[config.mk]
export PLATFORM = sky130hd
export DESIGN_NAME = m4au_ram
export DESIGN_NICKNAME = d
export VERILOG_FILES = /design/src/hw/rtl/assert_macros.svh /design/src/hw/rtl/m4au_ram.sv
export SDC_FILE = /design/constraint.sdc
export NUM_CORES = 1
export LEC_CHECK = 0
export ABC_AREA = 1
export ABC_CLOCK_PERIOD_IN_PS = 4400
export BUFFER_PORTS_ARGS = -buffer_cell sky130_fd_sc_hd__clkbuf_2
export CORE_ASPECT_RATIO = 1.4
export CORE_MARGIN = 4
export CORE_UTILIZATION = 40
export DETAILED_ROUTE_END_ITERATION = 16
export GPL_ROUTABILITY_DRIVEN = 0
export SLEW_MARGIN = 30
export SYNTH_ARGS = -nofsm -noshare
export SYNTH_HDL_FRONTEND = slang
export SYNTH_SLANG_ARGS = --single-unit
[constraint.sdc]
create_clock -name clk_i -period 4.4 [get_ports clk_i]
set_clock_uncertainty 0.2 [all_clocks]
set_input_delay 0.88 -clock clk_i [delete_from_list [all_inputs] [get_ports clk_i]]
set_output_delay 0.88 -clock clk_i [all_outputs]
set_load 0.05 [all_outputs]
[src/hw/rtl/assert_macros.svh]
// Assertion macros shared by the matrix unit RTL
`ifndef ASSERT_MACROS_SVH
`define ASSERT_MACROS_SVH

// a implies b in the same cycle
`define ASSERT_IMPL(label, clk, rst_n, a, b) \
  label: assert property (@(posedge clk) disable iff (!rst_n) (a) |-> (b)) \
    else $error("assertion failed");

// a implies b in the next cycle
`define ASSERT_NEXT(label, clk, rst_n, a, b) \
  label: assert property (@(posedge clk) disable iff (!rst_n) (a) |=> (b)) \
    else $error("assertion failed");

`endif

[src/hw/rtl/m4au_ram.sv]
// Generic single-port-write, one-read RAM with registered read
`timescale 1ns / 1ps
`default_nettype none
module m4au_ram #(
  parameter int unsigned Width = 32,
  parameter int unsigned Depth = 16
) (
  input  wire logic                     clk_i,
  input  wire logic                     we_i,
  input  wire logic [$clog2(Depth)-1:0] waddr_i,
  input  wire logic [Width-1:0]         wdata_i,
  input  wire logic [$clog2(Depth)-1:0] raddr_i,
  output logic      [Width-1:0]         rdata_o
);
  logic [Width-1:0] mem_q [Depth];

  always_ff @(posedge clk_i) begin
    if (we_i) begin
      mem_q[waddr_i] <= wdata_i;
    end
    rdata_o <= mem_q[raddr_i];
  end
endmodule
`default_nettype wire

* After elaboration in Yosys (flattened, before gate mapping)
Memory sizes are Yosys's and may differ from the RTL's. A register that Yosys moved wholly into a read port is not among the register bits. Index checks and enable logic that the tools add are counted. W data, S select, Z words.
Cells by class: muxes and demuxes 2
Operators with widths (number):
- $mux W1 | 2
Word-level totals: register bits after elaboration 0, memories 1, output and inout bits 32, bits in writable memories 512, bits of input ports 42, word-level logic and storage cells 3
Memory list:
- mem_q | depth 16, width 32, rd ports 1, clocked after Yosys merged registers in 1, write ports 1, line m4au_ram.sv:15 | logic [Width-1:0] mem_q [Depth];

* Depth between registers and ports, before layout
depth in word-level cells 2, mapped depth 10, mapped depth without buffers 7

* Worst setup path after synthesis
Ideal clock, no wire load.
path kind input -> register, start point input waddr_i[2], end point memory mem_q[10][0] (enable), path slack 1.327 ns, library setup time 0.421 ns, buffers on the path 0, stages on the path 2, required time 3.779 ns, data arrival time 2.452 ns, cells stage by stage nand3b_1 > nor2_1
RTL lines:
- from (decl) | line m4au_ram.sv:10 | input wire logic [$clog2(Depth)-1:0] waddr_i,
- to (decl) | line m4au_ram.sv:15
Straight into the memory's write port.

==> results by group <==
STA
  • Tmin final: 2.47 ns
  • FMAX: 406 MHz
  • Final hold violation count: 0
  • TNS Setup: 0 ns
  • Final setup fails: 0
  • Worst slew pin tran: 0.772 ns
  • Max-slew headroom: 0.484
  • RSZ-0062 raised after global routing: no
  • Crit share post-route: 0.560
  • Pins Over Slew Limit: 0

Synth
  • Syn nets: 2162
  • EDFF count, synth: 512
  • FFs w/ async S/R, synth: 0
  • Leading register cell type out of synthesis: edfxtp_1
  • Post-synth cell types: 15
  • Register area share after synthesis: 0.705
  • Yosys reg bits: 544
  • Syn Std Cell Area: 22700 sq um
  • Syn Area/Cell: 10.7 sq um
  • Post-Syn Instances: 2120
  • Syn. warnings: 0

Global route
  • First-pass GRT wire length: 83500 um
  • Total Routing Usage GR: 0.175
  • Initial antenna violation count: 0
  • Global route overflow: 0
  • Largest net degree at the start of global routing: 137
  • Vias in the first global route: 14400

Die
  • Initial core utilization: 0.404
  • Die area: 60800 sq um
  • Die height: 290 um
  • Die width: 209 um
  • Placeable Area: 56300 sq um
  • Row cnt: 103
  • IO Pins: 74

Cells and area
  • Sequential cell area: 16000 sq um
  • Final Non-Filler Cells: 2953
  • Area grow syn2layout: 12.2%
  • # nets final: 2219
  • Filler Cell Count: 5057
  • Ant diodes: 0
  • Layout cells sized above 1: 0.0929
  • Area of the multi-input gates: 4670 sq um

Critical path
  • Most used cell, CP: nand3_1
  • CP required: 4.66 ns
  • CP arrival: 2.72 ns
  • Family with the most delay on the worst path: buffers and inverters
  • Crit-path max cell delay: 0.50 ns
  • Worst Setup Path Type: in2reg
  • Worst Setup End Kind: register
  • Critical-path cell list: clkbuf_8, inv_6, buf_4, nand2_1, nand3_1, nand3_1, nand3_1, nand2_1
  • CP Launch Type: primary input
  • Worst path slowest cell: inv_6
  • Buf/Inv on CP: 3
  • Reg2Reg Depth: 6
  • Levels on crit path: 8
  • CP Max Fanout: 66

Clock tree
  • Post-CTS Hold Fix Bufs: 0
  • TritonCTS clock tree: yes
  • Reg clk slew, reported paths: 0.07 ns
  • Setup Buffers After CTS: 0
  • Latest clock arrival within the worst-skew pair: 0.57 ns
  • CTS root buf: clkbuf_16
  • CTS Sinks: 544
  • H-Tree Depth: 2
  • CTS Buf Count: 50
  • Longest Clk Path Bufs: 3
  • Post-CTS Resized: 0

Place
  • Buffers on Ports: 73
  • Placed insts: 2860
  • Post-DP HPWL: 27700 um

Outcome
  • Status: finished, final reports clean

Min path
  • Worst hold path depth: 6
  • Hold Crit Class: reg2reg

Routing
  • Drt drc: 0
  • DR pass1 iterations: 5
  • 1st-iter DRT viols: 1168
  • Vias post-DR: 14500
  • WL per Instance: 18.3 um
  • Vias per cell: 4.90
  • Total Routed Length: 53900 um
  • DRT antenna net count: 0

Power and ir drop
  • PD cells: 432 nW/um^2
  • Peak supply drop: 0.302 mV
  • Pleak: 10.8 nW

Flow run
  • Max cap viols: 0
## metrics by stage
| step | worst slack (ns) | area [sq um] | utilization | hold WS [ns] | total power (W) |
|---|---|---|---|---|---|
| 6_report | 1.93 | 25500 | 0.453 | 0.446 | 0.0110 |
| 5_1_grt | 1.80 | 25500 | 0.453 | 0.517 | 0.0114 |
| 4_1_cts | 1.96 | 25500 | 0.453 | 0.454 | 0.0111 |
| 3_5_place_dp | 1.36 | 23800 | 0.423 | 0.438 | 0.00671 |
| 3_3_place_gp | 1.38 | 23800 | 0.423 | 0.432 | 0.00670 |
| 2_1_floorplan | 1.33 | 22700 | - | 0.407 | 0.00645 |
## sequential cells by signal, indices dropped and copies added (netlist names)
| name | count |
|---|---|
| mem_q | 512 |
| rdata_o | 32 |
## synthesized netlist by cell type (2+ instances only)
cell type,number,share of area
buf_1,14,0.0023
buf_4,6,0.0020
inv_1,388,0.064
nand3_1,385,0.085
edfxtp_1,512,0.68
nor2_1,17,0.0028
nand2_1,677,0.11
buf_2,41,0.0090
dfxtp_1,32,0.028
nand3b_1,2,0.00066
buf_6,29,0.014
clkbuf_1,14,0.0023
## layer usage
layer	share of wire	GRT usage	up-vias	wire [um]
met5	0	0	-	0
met4	0.024	0.0495	0	1280
met3	0.055	0.0196	92	2940
met2	0.49	0.300	429	26700
met1	0.43	0.238	7015	23000
li1	-	-	6937	-
## final cells by class
type,instances,share of cell area
Clock buffer,66,0.0551
Clock inverter,27,0.0107
Inverter,390,0.0577
Multi-Input combinational cell,1081,0.183
Sequential cell,544,0.628
Tap cell,735,0.0361
Timing Repair Buffer,110,0.0291
## worst paths after layout
| kind | slack [ns] | endpoint | startpoint |
|---|---|---|---|
| min | 0.45 | rdata_o[19] | mem_q[10][19] |
| max | 1.93 | rdata_o[31] | raddr_i[0] |
| max reg2reg | 3.16 | rdata_o[13] | mem_q[6][13] |
| min reg2reg | 0.45 | rdata_o[19] | mem_q[10][19] |
## layout by cell type (no fill, tap or decap)
master,n
clkinvlp_4,4
inv_4,1
nand3b_1,2
buf_4,31
inv_2,1
clkbuf_16,53
inv_1,386
clkbuf_1,10
nor2_4,16
buf_12,7
bufinv_16,5
clkinv_2,10
inv_6,1
nor2_1,1
nand3_1,385
clkbuf_2,70
clkinv_4,1
inv_8,1
clkbuf_8,4
clkinv_1,7
nand2_1,677
dfxtp_1,32
buf_2,1
edfxtp_1,512
## worst register-to-register path, stage by stage, from the launching register on
cell and delay (ns):
edfxtp_1 0.38, inv_1 0.06, nand2_1 0.05, nand3_1 0.10, nand3_1 0.10, nand3_1 0.14, nand2_1 0.09
## cell families after synthesis
kind of cell	count (synthesis)	synth area share
buf+inv	495	0.0954
flops	544	0.705
simple gates	1081	0.200
## where the power goes
part | total, W | leakage (nW) | internal, W | switching [W]
Combinational | 0.000762 | 5.09 | 0.000184 | 0.000578
Clock | 0.00444 | 0.816 | 0.00255 | 0.00189
Sequential | 0.00583 | 4.90 | 0.00579 | 0.0000364
Total | 0.0110 | 10.8 | 0.00852 | 0.00250
No activity file was read; power rests on OpenSTA's default activity.
