`src/hw/rtl/assert_macros.svh`:
```
// Assertion macros shared by the matrix unit RTL
`ifndef ASSERT_MACROS_SVH
`define ASSERT_MACROS_SVH

// a implies b in the same cycle
`define ASSERT_IMPL(label, clk, rst_n, a, b) \
  label: assert property (@(posedge clk) disable iff (!rst_n) (a) |-> (b)) \
    else $error("assertion failed");

// a implies b in the next cycle
`define ASSERT_NEXT(label, clk, rst_n, a, b) \
  label: assert property (@(posedge clk) disable iff (!rst_n) (a) |=> (b)) \
    else $error("assertion failed");

`endif

```
`src/hw/rtl/m4au_div.sv`:
```
// Restoring signed divider, one quotient bit per cycle
`timescale 1ns / 1ps
`default_nettype none
module m4au_div #(
  parameter int unsigned NumBits = 48,
  parameter int unsigned DenBits = 32
) (
  input  wire logic               clk_i,
  input  wire logic               rst_ni,
  input  wire logic               start_i,
  input  wire logic [NumBits-1:0] num_i,
  input  wire logic [DenBits-1:0] den_i,
  output logic                    done_o,
  output logic      [NumBits-1:0] quot_o,
  output logic                    neg_o
);
  localparam int unsigned CntBits = $clog2(NumBits + 1);

  logic               busy_q, busy_d;
  logic [CntBits-1:0] cnt_q, cnt_d;
  logic [NumBits-1:0] quo_q, quo_d;
  logic [DenBits:0]   rem_q, rem_d;
  logic [DenBits-1:0] den_q, den_d;
  logic               neg_q, neg_d;
  logic [DenBits:0]   trial;
  logic [DenBits:0]   shifted;
  logic [NumBits-1:0] num_mag;

  always_comb begin
    num_mag = num_i[NumBits-1] ? (~num_i + 1'b1) : num_i;
    busy_d  = busy_q;
    cnt_d   = cnt_q;
    quo_d   = quo_q;
    rem_d   = rem_q;
    den_d   = den_q;
    neg_d   = neg_q;
    shifted = {rem_q[DenBits-1:0], quo_q[NumBits-1]};
    trial   = shifted - {1'b0, den_q};
    done_o  = 1'b0;
    if (start_i) begin
      busy_d = 1'b1;
      cnt_d  = CntBits'(NumBits);
      quo_d  = num_mag;
      rem_d  = '0;
      den_d  = den_i[DenBits-1] ? (~den_i + 1'b1) : den_i;
      neg_d  = num_i[NumBits-1] ^ den_i[DenBits-1];
    end else if (busy_q) begin
      quo_d = {quo_q[NumBits-2:0], ~trial[DenBits]};
      rem_d = trial[DenBits] ? shifted : trial;
      cnt_d = cnt_q - 1'b1;
      if (cnt_q == CntBits'(1)) begin
        busy_d = 1'b0;
      end
    end
    if (busy_q && !start_i && cnt_q == CntBits'(1)) begin
      done_o = 1'b1;
    end
  end

  always_ff @(posedge clk_i or negedge rst_ni) begin
    if (!rst_ni) begin
      busy_q <= 1'b0;
      cnt_q  <= '0;
    end else begin
      busy_q <= busy_d;
      cnt_q  <= cnt_d;
    end
  end

  always_ff @(posedge clk_i) begin
    quo_q <= quo_d;
    rem_q <= rem_d;
    den_q <= den_d;
    neg_q <= neg_d;
  end

  // magnitude quotient; caller applies sign
  assign quot_o = {quo_q[NumBits-2:0], ~trial[DenBits]};
  assign neg_o  = neg_q;
endmodule
`default_nettype wire
```
`config.mk`:
```
export PLATFORM = sky130hd
export DESIGN_NAME = m4au_div
export DESIGN_NICKNAME = d
export VERILOG_FILES = /design/src/hw/rtl/assert_macros.svh /design/src/hw/rtl/m4au_div.sv
export SDC_FILE = /design/constraint.sdc
export NUM_CORES = 1
export LEC_CHECK = 0
export BUFFER_PORTS_ARGS = -buffer_cell sky130_fd_sc_hd__buf_2
export CORE_UTILIZATION = 24
export DETAILED_ROUTE_END_ITERATION = 8
export PLACE_DENSITY = 0.37
export SYNTH_ARGS = -nofsm -noshare
export SYNTH_HDL_FRONTEND = slang
export SYNTH_SLANG_ARGS = --single-unit
```
`constraint.sdc`:
```
create_clock -name clk_i -period 9.8 [get_ports clk_i]
set_input_delay 0.98 -clock clk_i [delete_from_list [all_inputs] [get_ports clk_i]]
set_output_delay 0.98 -clock clk_i [all_outputs]
set_load 0.03 [all_outputs]
```
Word-level counts from Yosys, hierarchy flattened
Cells that the tools add are included.
{ "totals": {"regBits": 120, "inputBits": 83} }
{ "classes": {"addsub": 4, "eq_ne": 1, "n_mux": 11, "bitwise_logic": 4, "n_reduce_logical": 4} }
{ "op_table": {"columns": ["cell", "n"], "rows": [
  ["48-bit two-way mux", 3],
  ["48-bit by 1-bit adder with 48-bit output (second input constant)", 1],
  ["48-bit NOT", 1],
  ["33-bit by 32-bit subtractor with 33-bit output", 1],
  ["32-bit by 1-bit adder with 32-bit output (second input constant)", 1],
  ["32-bit two-way mux", 1],
  ["32-bit NOT", 1],
  ["31-bit two-way mux", 1],
  ["6-bit two-way mux", 2],
  ["6-bit by 1-bit equality test with 1-bit output (second input constant)", 1],
  ["6-bit by 1-bit subtractor with 6-bit output (second input constant)", 1],
  ["1-bit two-way mux", 4],
  ["1-bit logical AND", 2],
  ["2-bit nonzero test", 1],
  ["1-bit logical NOT", 1],
  ["1-bit NOT", 1],
  ["1-bit XOR", 1]
]} }

Logic depth before layout (Yosys ltp)
{ "depth": {"depth_word": 4, "ltp_mapped": 14, "depth_no_buf": 13} }

Least setup slack after synthesis
OpenSTA, ideal clock, no wires.
{ "synth_path": {"kind": "input -> register", "from": "input port num_i[8]", "to": "register quo_q[37] (data pin)", "arrival_ns": 3.847, "t_required_ns": 9.530, "setup_slack_ns": 5.682, "cell_stages": 10, "path_buffers": 1, "cell_sequence": "or4_1 > or2_4 > or4_4 > or4_4 > or2_4 > or3_1 > buf_6 > o41ai_4 > xor2_1 > a21oi_1"} }
{ "synth_between": {"elab_chain_cells": 4} }
{ "synth_rtl": {"columns": ["element", "line_no", "source"], "rows": [
  ["start: declaration", "m4au_div.sv:11", "input wire logic [NumBits-1:0] num_i,"],
  ["48-bit NOT", "m4au_div.sv:30", "num_mag = num_i[NumBits-1] ? (~num_i + 1'b1) : num_i;"],
  ["48-bit by 1-bit adder with 48-bit output", "m4au_div.sv:30", null],
  ["48-bit two-way mux", "m4au_div.sv:30", null],
  ["48-bit two-way mux", "m4au_div.sv:40", "if (start_i) begin"],
  ["named net quo_d[37]", "m4au_div.sv:21", "logic [NumBits-1:0] quo_q, quo_d;"],
  ["end signal: assignment", "m4au_div.sv:71", "quo_q <= quo_d;"],
  ["end: declaration", "m4au_div.sv:21", null]
]} }
The timed path passes the listed nets, and every way through them passes these cells.
A chain may end at the register's enable or synchronous reset.

Final worst setup path
{ "layout_path": {"from": "register quo_q[47]", "to": "output port quot_o[0]"} }
{ "layout_between": {"elab_chain_cells": 2} }
{ "layout_rtl": {"columns": ["element", "line_no", "source"], "rows": [
  ["33-bit by 32-bit subtractor with 33-bit output", "m4au_div.sv:38", "trial = shifted - {1'b0, den_q};"],
  ["1-bit NOT", "m4au_div.sv:78", "assign quot_o = {quo_q[NumBits-2:0], ~trial[DenBits]};"],
  ["end: declaration", "m4au_div.sv:14", "output logic [NumBits-1:0] quot_o,"]
]} }
Every way passes these cells.

==> flow_results.xml <==
<?xml version="1.0" encoding="UTF-8"?>
<metrics>
  <group name="synth">
    <metric name="yosysTopAreaCell" unit="">edfxtp_1</metric>
    <metric name="post_synthesis_async_set_or_reset_flop_share" unit="%">5.83</metric>
    <metric name="synth_edf_count" unit="">81</metric>
    <metric name="synth_top_family_by_area" unit="">compound AO/OA/AOI/OAI gates</metric>
    <metric name="synth_compound_gate_area_share" unit="%">18.7</metric>
    <metric name="ys_types" unit="">66</metric>
    <metric name="synth_adder_area_share" unit="%">5.58</metric>
    <metric name="synth_area_per_cell" unit="µm²">9.13</metric>
    <metric name="yosys_warnings" unit="">0</metric>
    <metric name="synth_nets" unit="">1043</metric>
    <metric name="most_common_flop_cell_mapped_by_yosys" unit="">edfxtp_1</metric>
    <metric name="synth-seq-cells" unit="">120</metric>
    <metric name="synth_seq_area_share" unit="%">38.5</metric>
    <metric name="yosys.area.top_type_share" unit="%">28.9</metric>
    <metric name="synth-xor-area-share" unit="%">10.9</metric>
    <metric name="syn-instance-count" unit="">923</metric>
    <metric name="yosys.cell_count.top_type" unit="">nor2_1</metric>
    <metric name="synth_area" unit="µm²">8430</metric>
    <metric name="synthSimpleGateAreaFrac" unit="%">14.8</metric>
    <metric name="ys_top_cells_by_area" unit="">edfxtp_1, dfxtp_1, xor2_1</metric>
    <metric name="yosys-top-cells-count" unit="">nor2_1, a21oi_1, edfxtp_1</metric>
    <metric name="portion_of_netlist_area_occupied_by_mux_cells" unit="%">3.09</metric>
  </group>
  <group name="setup_path">
    <metric name="cp.required" unit="ns">8.82</metric>
    <metric name="critPathMaxStageDelay" unit="ns">0.73</metric>
    <metric name="critPathLaunch" unit="">quo_q[47]$_DFFE_PP_</metric>
    <metric name="crit_slowest_cell" unit="">xor2_1</metric>
    <metric name="worstSetupEndpointType" unit="">output pin</metric>
    <metric name="worstReg2RegStart" unit="">quo_q[47]$_DFFE_PP_</metric>
    <metric name="timing.critical_path.max_delay_family" unit="">compound AO/OA/AOI/OAI gates</metric>
    <metric name="setup.reg_to_reg.worst_slack" unit="ns">5.68</metric>
    <metric name="critPathKind" unit="">reg2out</metric>
    <metric name="r2r_end" unit="">rem_q[2]$_SDFFE_PP0P_</metric>
    <metric name="cp_data_arrival_time" unit="ns">3.85</metric>
    <metric name="cp_num_buf_inv" unit="">3</metric>
    <metric name="crit_path_max_fanout" unit="">9</metric>
    <metric name="crit_path_cell_trace" unit="">inv_1 &gt; ha_1 &gt; fa_1 &gt; nor2b_1 &gt; o31ai_1 &gt; a31oi_1 &gt; o2111ai_1 &gt; nand2_1 &gt; o21ai_0 &gt; xor2_1 &gt; inv_2 &gt; buf_2</metric>
    <metric name="startpoint_type" unit="">register</metric>
    <metric name="worst_r2r_path_depth" unit="">14</metric>
  </group>
  <group name="global_routing">
    <metric name="grt_max_degree" unit="">70</metric>
    <metric name="first_global_vias" unit="">6502</metric>
    <metric name="grt_remaining_overflow" unit="">0</metric>
    <metric name="first_pass_grt_wire_length" unit="µm">35800</metric>
    <metric name="global_route.usage.total" unit="%">12.7</metric>
    <metric name="antenna_violations_before_repair" unit="">0</metric>
  </group>
  <group name="power">
    <metric name="seqPwrFrac" unit="%">39.4</metric>
    <metric name="power_density" unit="nW/µm²">161</metric>
    <metric name="internal-power" unit="mW">1.11</metric>
    <metric name="power.net_switching" unit="mW">0.473</metric>
    <metric name="switching_share" unit="%">29.9</metric>
    <metric name="power.clock.fraction" unit="%">41.7</metric>
    <metric name="p_leak" unit="nW">3.93</metric>
    <metric name="power.ir.vdd_worst" unit="µV">105</metric>
    <metric name="report.power.total" unit="mW">1.58</metric>
    <metric name="power.share.combinational" unit="%">18.9</metric>
  </group>
  <group name="detailed_routing">
    <metric name="postRouteWirelength" unit="µm">22300</metric>
    <metric name="detail_route.wl_per_cell" unit="µm">15.3</metric>
    <metric name="topRoutingLayerUsed" unit="">met4</metric>
    <metric name="drtIter0Drc" unit="">277</metric>
    <metric name="met2_wirelength" unit="µm">10200</metric>
    <metric name="drt_drc_violations_left" unit="">0</metric>
    <metric name="vias" unit="">6641</metric>
    <metric name="viasPerCell" unit="">4.54</metric>
    <metric name="detailroute.wirelength.met3" unit="µm">542</metric>
    <metric name="firstDrtPassIters" unit="">4</metric>
    <metric name="antenna_left" unit="">0</metric>
    <metric name="routedLengthMet1" unit="µm">11400</metric>
  </group>
  <group name="timing">
    <metric name="setup_total_negative_slack" unit="ns">0</metric>
    <metric name="finalMaxSlewViolations" unit="">0</metric>
    <metric name="finalClockSkew" unit="ns">0.00938</metric>
    <metric name="finalCritPeriodShare" unit="%">49.3</metric>
    <metric name="finalHoldViolations" unit="">0</metric>
    <metric name="period_needed" unit="ns">4.83</metric>
    <metric name="max_freq" unit="MHz">207</metric>
    <metric name="unrepaired_setup_endpoints_after_global_routing" unit="">false</metric>
    <metric name="max-slew-margin-rel" unit="%">37.8</metric>
    <metric name="max_slew.worst_pin.slew" unit="ns">0.934</metric>
    <metric name="final-setup-viol-count" unit="">0</metric>
  </group>
  <group name="floorplan">
    <metric name="starting_density" unit="%">24.4</metric>
    <metric name="core-area" unit="µm²">34500</metric>
    <metric name="chipHeight" unit="µm">189</metric>
    <metric name="floorplan.die.width" unit="µm">189</metric>
    <metric name="floorplan.rows" unit="">68</metric>
    <metric name="floorplan.die_area" unit="µm²">35900</metric>
    <metric name="boundaryPins" unit="">133</metric>
  </group>
  <group name="placement">
    <metric name="gp_congestion" unit="">0.759</metric>
    <metric name="dp_hpwl" unit="µm">16200</metric>
    <metric name="port_buffers" unit="">132</metric>
  </group>
  <group name="run_status">
    <metric name="status" unit="">finished clean</metric>
  </group>
  <group name="clock_network">
    <metric name="ctsHtreeMaxLevel" unit="">4</metric>
    <metric name="path_clk_slew" unit="ns">0.06</metric>
    <metric name="clock-root-buffer" unit="">clkbuf_16</metric>
    <metric name="clk_path_buf_depth" unit="">2</metric>
    <metric name="post_cts_buffers" unit="">0</metric>
    <metric name="cts_inserted_buffers" unit="">17</metric>
    <metric name="postCtsHoldBufs" unit="">0</metric>
    <metric name="clock_insertion_delay_worst_skew" unit="ns">0.42</metric>
    <metric name="cts_tree" unit="">yes</metric>
    <metric name="clock_sinks" unit="">120</metric>
    <metric name="cts_resized" unit="">0</metric>
  </group>
  <group name="run">
    <metric name="timing.max_cap.violations" unit="">0</metric>
  </group>
  <group name="finish">
    <metric name="drive_above_1_share" unit="%">18.5</metric>
    <metric name="area.growth.synth_to_final" unit="%">16.3</metric>
    <metric name="nNetsFinal" unit="">1113</metric>
    <metric name="fillCellCount" unit="">3765</metric>
  </group>
  <group name="worst_hold_path">
    <metric name="min-delay-path-class" unit="">in2async</metric>
  </group>
</metrics>
[metrics by stage]
step | area (µm²) | utilization [%] | cells | hold WS, ns | worst slack, ns
after global routing | 9800 | 28.4 | 1461 | 0.372 | 4.51
after CTS | 9800 | 28.4 | 1461 | 0.361 | 4.78
after detailed placement | 9200 | 26.6 | 1429 | 0.495 | 5.27
after global placement | 9200 | 26.6 | 1429 | 0.495 | 5.28
after floorplan | 8430 | - | 923 | 0.470 | 5.68
final | 9800 | 28.4 | 1462 | 0.380 | 4.97
[cell type report]
cell class                 count  area (µm²)  area share [%]
multi-input combinational    665        4480            45.7
antenna                        1        2.50          0.0255
clock buffer                  17         425            4.34
sequential                   120        3250            33.2
inverter                      52         195            1.99
tap                          455         569            5.81
clock inverter                15         179            1.83
timing repair buffer         137         704            7.19
[power by group through the flow]
stage	combinational (mW)	sequential [mW]	clock, mW
2_1_floorplan	0.240	0.625	0
6_report	0.298	0.621	0.659
4_1_cts	0.303	0.623	0.684
5_1_grt	0.331	0.628	0.703
3_5_place_dp	0.302	0.632	0
3_3_place_gp	0.303	0.633	0
[cells by family after synthesis]
group                    count (synthesis)
AO/OA/AOI/OAI                          243
XOR/XNOR                               105
adder cells (fa/ha/maj)                 37
buffers and inverters                  138
flip-flops                             120
multiplexers                            26
AND/OR/NAND/NOR                        254
[state kept, by name, indices dropped and copies added, names as in the netlist]
register	cells
quo_q	48
den_q	32
rem_q	32
cnt_q	6
busy_q	1
neg_o	1
[worst max-delay path by stage]
stage	end	depth (start not counted)
floorplan	quo_q[37]$_DFFE_PP_	10
detailed placement	quo_q[37]$_DFFE_PP_	10
CTS	quot_o[0]	12
global placement	quo_q[37]$_DFFE_PP_	10
global route	quot_o[0]	12
finish	quot_o[0]	12
[metal layers]
layer  GRT usage (%)  up-vias
li1                -     3417
met1            17.4     3137
met2            19.9       75
met3            2.48       12
met4            3.75        0
met5               0        -
[layout by cell type, fill, tap and decap left out, drive strengths merged, types with 6 or more instances in the layout]
| cell type | instances |
|---|---|
| nand2 | 54 |
| o21ai | 48 |
| a21o | 13 |
| nand3b | 6 |
| dfxtp | 32 |
| nand2b | 10 |
| mux2i | 26 |
| edfxtp | 81 |
| or3 | 14 |
| nand4 | 6 |
| or4 | 14 |
| dfrtp | 7 |
| clkbuf | 17 |
| o31ai | 23 |
| buf | 137 |
| a21oi | 81 |
| a211oi | 25 |
| xnor2 | 50 |
| inv | 53 |
| xor2 | 55 |
| o41ai | 12 |
| ha | 36 |
| clkinv | 8 |
| nor3 | 11 |
| o21a | 6 |
| nor2 | 102 |
| nor2b | 8 |
[worst register-to-register path, delay by kind of cell, from the launching register on]
family / cells / cell delay, ns
AOI/OAI and AO/OA: 5 / 1.59
xor gates and xnor gates: 1 / 0.73
adders and majority gates: 2 / 0.40
buffers and inverters: 3 / 0.51
DFF: 1 / 0.37
muxes: 1 / 0.22
and+or+nand+nor: 2 / 0.21
Note: power is estimated with default switching activity, not from simulation.
